===== config.mk =====
export PLATFORM = sky130hd
export DESIGN_NAME = gcq_sqrt_cell
export DESIGN_NICKNAME = d
export VERILOG_FILES = /design/src/sv/gcq_pkg.sv /design/src/sv/gcq_sqrt_cell.sv
export SDC_FILE = /design/constraint.sdc
export NUM_CORES = 1
export LEC_CHECK = 0
export ABC_CLOCK_PERIOD_IN_PS = 1300
export BUFFER_PORTS_ARGS = -buffer_cell sky130_fd_sc_hd__buf_2
export CORE_ASPECT_RATIO = 0.7
export CORE_UTILIZATION = 45
export DETAILED_ROUTE_END_ITERATION = 8
export PLACE_DENSITY = 0.69
export SYNTH_ARGS = -nofsm -noshare
export SYNTH_HDL_FRONTEND = slang
export SYNTH_SLANG_ARGS = --single-unit

===== constraint.sdc =====
create_clock -name clk_i -period 1.3 [get_ports clk_i]
set_clock_uncertainty 0.2 [all_clocks]
set_input_delay 0.13 -clock clk_i [delete_from_list [all_inputs] [get_ports clk_i]]
set_output_delay 0.13 -clock clk_i [all_outputs]
set_load 0.01 [all_outputs]

===== src/sv/gcq_pkg.sv =====
// Package: widths, register indexes and pipeline stage types for the gamma color quantizer.
`timescale 1ns / 1ps
package gcq_pkg;

  localparam int unsigned SUM_W       = 28;   // width of one accumulated sum
  localparam int unsigned CNT_W       = 13;   // width of the sample count register
  localparam int unsigned MAX_SAMPLES = 4096;
  localparam int unsigned Q_W         = 16;   // quotient bits kept before saturation
  localparam int unsigned R_W         = 8;    // channel byte width
  localparam int unsigned D_W         = CNT_W + Q_W - 1;  // divisor pre-shifted for top bit
  localparam int unsigned CMP_W       = (SUM_W > D_W) ? SUM_W : D_W;
  localparam int unsigned NUM_CH      = 3;
  localparam int unsigned CIDX_W      = 2;

  typedef enum logic [CIDX_W-1:0] {
    CfgGammaEnable = 2'd0,
    CfgSampleCount = 2'd1
  } cfg_idx_e;

  typedef struct packed {
    logic [SUM_W-1:0] red_sum;
    logic [SUM_W-1:0] green_sum;
    logic [SUM_W-1:0] blue_sum;
  } pix_in_t;

  typedef struct packed {
    logic [R_W-1:0] red_byte;
    logic [R_W-1:0] green_byte;
    logic [R_W-1:0] blue_byte;
  } pix_out_t;

  // One channel inside the divider row
  typedef struct packed {
    logic [SUM_W-1:0] rem;
    logic [Q_W-1:0]   quo;
    logic             sat;
    logic [R_W-1:0]   lin;
  } div_ch_t;

  typedef struct packed {
    logic                     valid;
    logic                     gamma;
    logic [D_W-1:0]           dvs;
    div_ch_t [NUM_CH-1:0]     ch;
  } div_stage_t;

  // One channel inside the square root row
  typedef struct packed {
    logic [Q_W-1:0] rad;
    logic [Q_W:0]   root;
    logic           sat;
    logic [R_W-1:0] lin;
  } sqrt_ch_t;

  typedef struct packed {
    logic                  valid;
    logic                  gamma;
    logic [Q_W-1:0]        bitm;
    sqrt_ch_t [NUM_CH-1:0] ch;
  } sqrt_stage_t;

endpackage


===== src/sv/gcq_sqrt_cell.sv =====
// Square root cell: one root bit per channel, trial bit shifted on to the next cell.
`timescale 1ns / 1ps
module gcq_sqrt_cell import gcq_pkg::*; (
  input  logic        clk_i,
  input  logic        rst_ni,
  input  logic        en_i,
  input  sqrt_stage_t stage_i,
  output sqrt_stage_t stage_o
);

  sqrt_stage_t stage_d, stage_q;

  // Try root plus bit against the radicand
  always_comb begin
    logic [Q_W:0] trial;
    stage_d      = stage_i;
    stage_d.bitm = stage_i.bitm >> 2;
    for (int c = 0; c < NUM_CH; c++) begin
      trial = stage_i.ch[c].root + {1'b0, stage_i.bitm};
      if ({1'b0, stage_i.ch[c].rad} >= trial) begin
        stage_d.ch[c].rad  = stage_i.ch[c].rad - trial[Q_W-1:0];
        stage_d.ch[c].root = (stage_i.ch[c].root >> 1) + {1'b0, stage_i.bitm};
      end else begin
        stage_d.ch[c].root = stage_i.ch[c].root >> 1;
      end
    end
  end

  // Advance the stage; clear it under reset
  always_ff @(posedge clk_i or negedge rst_ni) begin
    if (!rst_ni) begin
      stage_q <= '0;
    end else if (en_i) begin
      stage_q <= stage_d;
    end
  end

  assign stage_o = stage_q;

endmodule


==> results.cfg <==
[clock_network]
cts.path.max_buffers = 2
clock-root-buffer = clkbuf_16
postCtsHoldBufs = 127
numCtsBuffers = 17
cts_max_level = 4
insertion_delay_ns = 0.44
tritoncts = yes
clock-sinks = 142
clk_pin_slew_ns = 0.07

[timing]
worst-slew-pin-transition_ns = 0.801
setup-tns-final_ns = -257.07
final-max-slew-violation-count = 0
fin_ws_ns = -2.83
fmaxAchievable_ghz = 0.242
final.min_clock_period_ns = 4.13
report.final.setup_viol = 168
rsz0062_at_grt = true
worst_slew_margin_rel_pct = 45.9
period_share_pct = 318
hold_viol_final = 21
final.hold.worst_slack_ns = -0.110

[floorplan]
die_y_um = 140
placementRows = 50
fp.dieW_um = 200
num_io_pins = 291
fp.coreArea_um2 = 26800
start_util_pct = 45.9
design.die.area_um2 = 28100

[synth]
synthArstFlopShare_pct = 100
netlist_instances = 1353
ys.flop_type = dfrtp_1
post_synthesis_sequential_area_ratio_pct = 28.8
synthDominantCellAreaShare_pct = 28.8
most_used_standard_cells_in_the_synthesized_netlist = 167 x a21oi_1, 159 x nor2_1, 144 x ha_1
syn_area_um2 = 12300
synthDistinctLibCells = 72
synth_enable_flop_cells = 0
synth_most_common_cell = a21oi_1
synth.top_cells.by_area = dfrtp_1 29%, ha_1 15%, a21oi_1 6.8%, mux2i_1 6.7%, xnor2_1 5.3%
postSynthRegisterBits = 142
synth_area_per_cell_um2 = 9.11
post-synth-top-area-cell = dfrtp_1
synth_warnings = 0

[grt]
grt_antenna_before_repair = 4
grt_max_degree = 54
grt.total_usage_pct = 34.5
grt_first_pass_wirelength_mm = 75.4
grt_pass1_vias = 14500
grt_overflow_total = 0

[detailed_routing]
postRouteWirelength_mm = 52.5
first_pass_iters = 5
detailedRoute.firstIterationViolations = 974
detail-route-antenna-nets = 0
vias = 14800
drc_errors = 0
vias_per_cell = 5.58
post_drt_wl_per_cell_um = 19.8

[cells_and_area]
number_of_non_filler_instances_in_the_completed_layout = 2652
areaGrowthSynthToFinish_pct = 74.1
finish.utilization_pct = 79.9
final_layout_size_suffix_gt1_share_pct = 45.4
largest_register_ff_count = 142
net_total_in_the_final_layout = 2572

[worst_hold_path]
min-delay-path-class = input port to asynchronous set/reset pin

[critical_path]
endpoint_of_the_lowest_slack_register_to_register_path = stage_o[63]$_DFFE_PN0P_
worst_setup_path_start_kind = input port
crit_path_kind = input port to flip-flop
cp.arrival_ns = 4.25
critical_path.reg2reg.startpoint = stage_o[63]$_DFFE_PN0P_
reg2reg_depth = 3
worst-endpoint-required_ns = 1.42
critPathMaxFanout = 6
internal_reg_to_reg_setup_slack_ns = 0.04
end_kind = flip-flop

[pwr]
power.density_nw_per_um2 = 1160
leakage_uw = 0.0105
vdd_drop_max_v = 0.00102

[placement]
place_hpwl_mm = 33.6
port_buffers = 288
dp.cells = 2361
gp_routability_congestion = 0.944

[status]
failing_checks = negative hold slack, negative setup slack
run_status = finished, violations left

[run]
max_cap_violation_count = 0
worst max-delay path by stage:
| stage | depth (start not counted) | startpoint | slack, ns | to |
|---|---|---|---|---|
| after CTS | 22 | stage_i[126] | -2.51 | stage_o[116]$_DFFE_PN0P_ |
| after detailed placement | 21 | stage_i[126] | -3.30 | stage_o[116]$_DFFE_PN0P_ |
| after global routing | 21 | stage_i[10] | -2.91 | stage_o[36]$_DFFE_PN0P_ |
| after global placement | 21 | stage_i[126] | -3.17 | stage_o[107]$_DFFE_PN0P_ |
| final | 19 | stage_i[126] | -2.83 | stage_o[17]$_DFFE_PN0P_ |
| after floorplan | 17 | stage_i[9] | -2.59 | stage_o[11]$_DFFE_PN0P_ |
metal layers:
| metal | GRT usage, % | up-vias | part of all wire [%] |
|---|---|---|---|
| met4 | 15.0 | 6 | 4.8 |
| met3 | 6.69 | 217 | 6.4 |
| met1 | 43.8 | 7121 | 41 |
| met5 | 0 | - | 0.084 |
| li1 | - | 6812 | - |
| met2 | 56.8 | 649 | 48 |
critical path, stage by stage:
cell	delay [ns]
buf_8	0.11
ha_4	0.16
fa_2	0.39
a211o_1	0.31
a21oi_4	0.19
o21ai_2	0.10
a31oi_1	0.18
xor2_1	0.10
ha_1	0.33
nand2_2	0.09
or3_4	0.40
a311oi_4	0.30
a2111o_1	0.24
nand3b_1	0.25
mux2i_4	0.28
buf_6	0.20
buf_12	0.13
mux2i_1	0.22
a21oi_1	0.11
cell families (layout without fill, tap and decap cells):
family,count (synthesis),after routing,share of synthesized area (%)
AO/OA/AOI/OAI,379,379,19.6
multiplexers,132,132,11.3
AND/OR/NAND/NOR,349,349,13.1
flip-flops,142,142,28.8
other,1,5,0.0304
XOR/XNOR,114,114,8.10
adder cells (fa/ha/maj),153,153,16.1
buffers and inverters,83,1014,2.95
stage by stage:
stage	power [µW]	area [µm²]	setup slack (ns)
4_1_cts	23200	20500	-2.51
2_1_floorplan	11800	12600	-2.59
3_3_place_gp	16200	17400	-3.17
5_1_grt	26000	21400	-2.91
6_report	24800	21500	-2.83
3_5_place_dp	16600	17400	-3.30
report_power, final:
group          switching (µW)  total, µW  internal, µW
logic                    6710      14300          7620
clock network            2400       4910          2510
registers                 469       5600          5130
total                    9580      24800         15300
repair_timing:
action                     CTS  global route
hold endpoints to repair   267            12
buffers inserted            63            69
setup endpoints to repair  204           267
gates resized for setup    143           102
pin swaps                   79            45
gates cloned                 6             0
area by class of cell:
class / count / area, µm²
diodes: 3 / 7.51
flip-flops and latches: 142 / 3550
clock inverters: 15 / 128
clock buffers: 17 / 425
inverters: 40 / 150
multi-input cells: 1129 / 9290
well taps: 364 / 455
fillers: 1644 / 5390
repair buffers: 942 / 7440
cells in the final DEF (no fill, tap or decap), types with 13 or more instances in the layout:
master         count
a21o_1            47
a21oi_1          139
a21oi_2           24
buf_12            25
buf_2            242
buf_4            473
buf_6             67
clkbuf_16         17
dfrtp_1          142
dlygate4sd3_1    124
ha_1             128
inv_1             40
mux2_2            44
mux2i_1           63
mux2i_2           13
nand2_1           53
nand3_1           21
nor2_1           157
nor2b_1           13
nor3_1            23
o21a_1            18
o21ai_0           32
o21bai_1          13
xnor2_1           73
xor2_1            40
No activity file was read; power rests on OpenSTA's default activity.
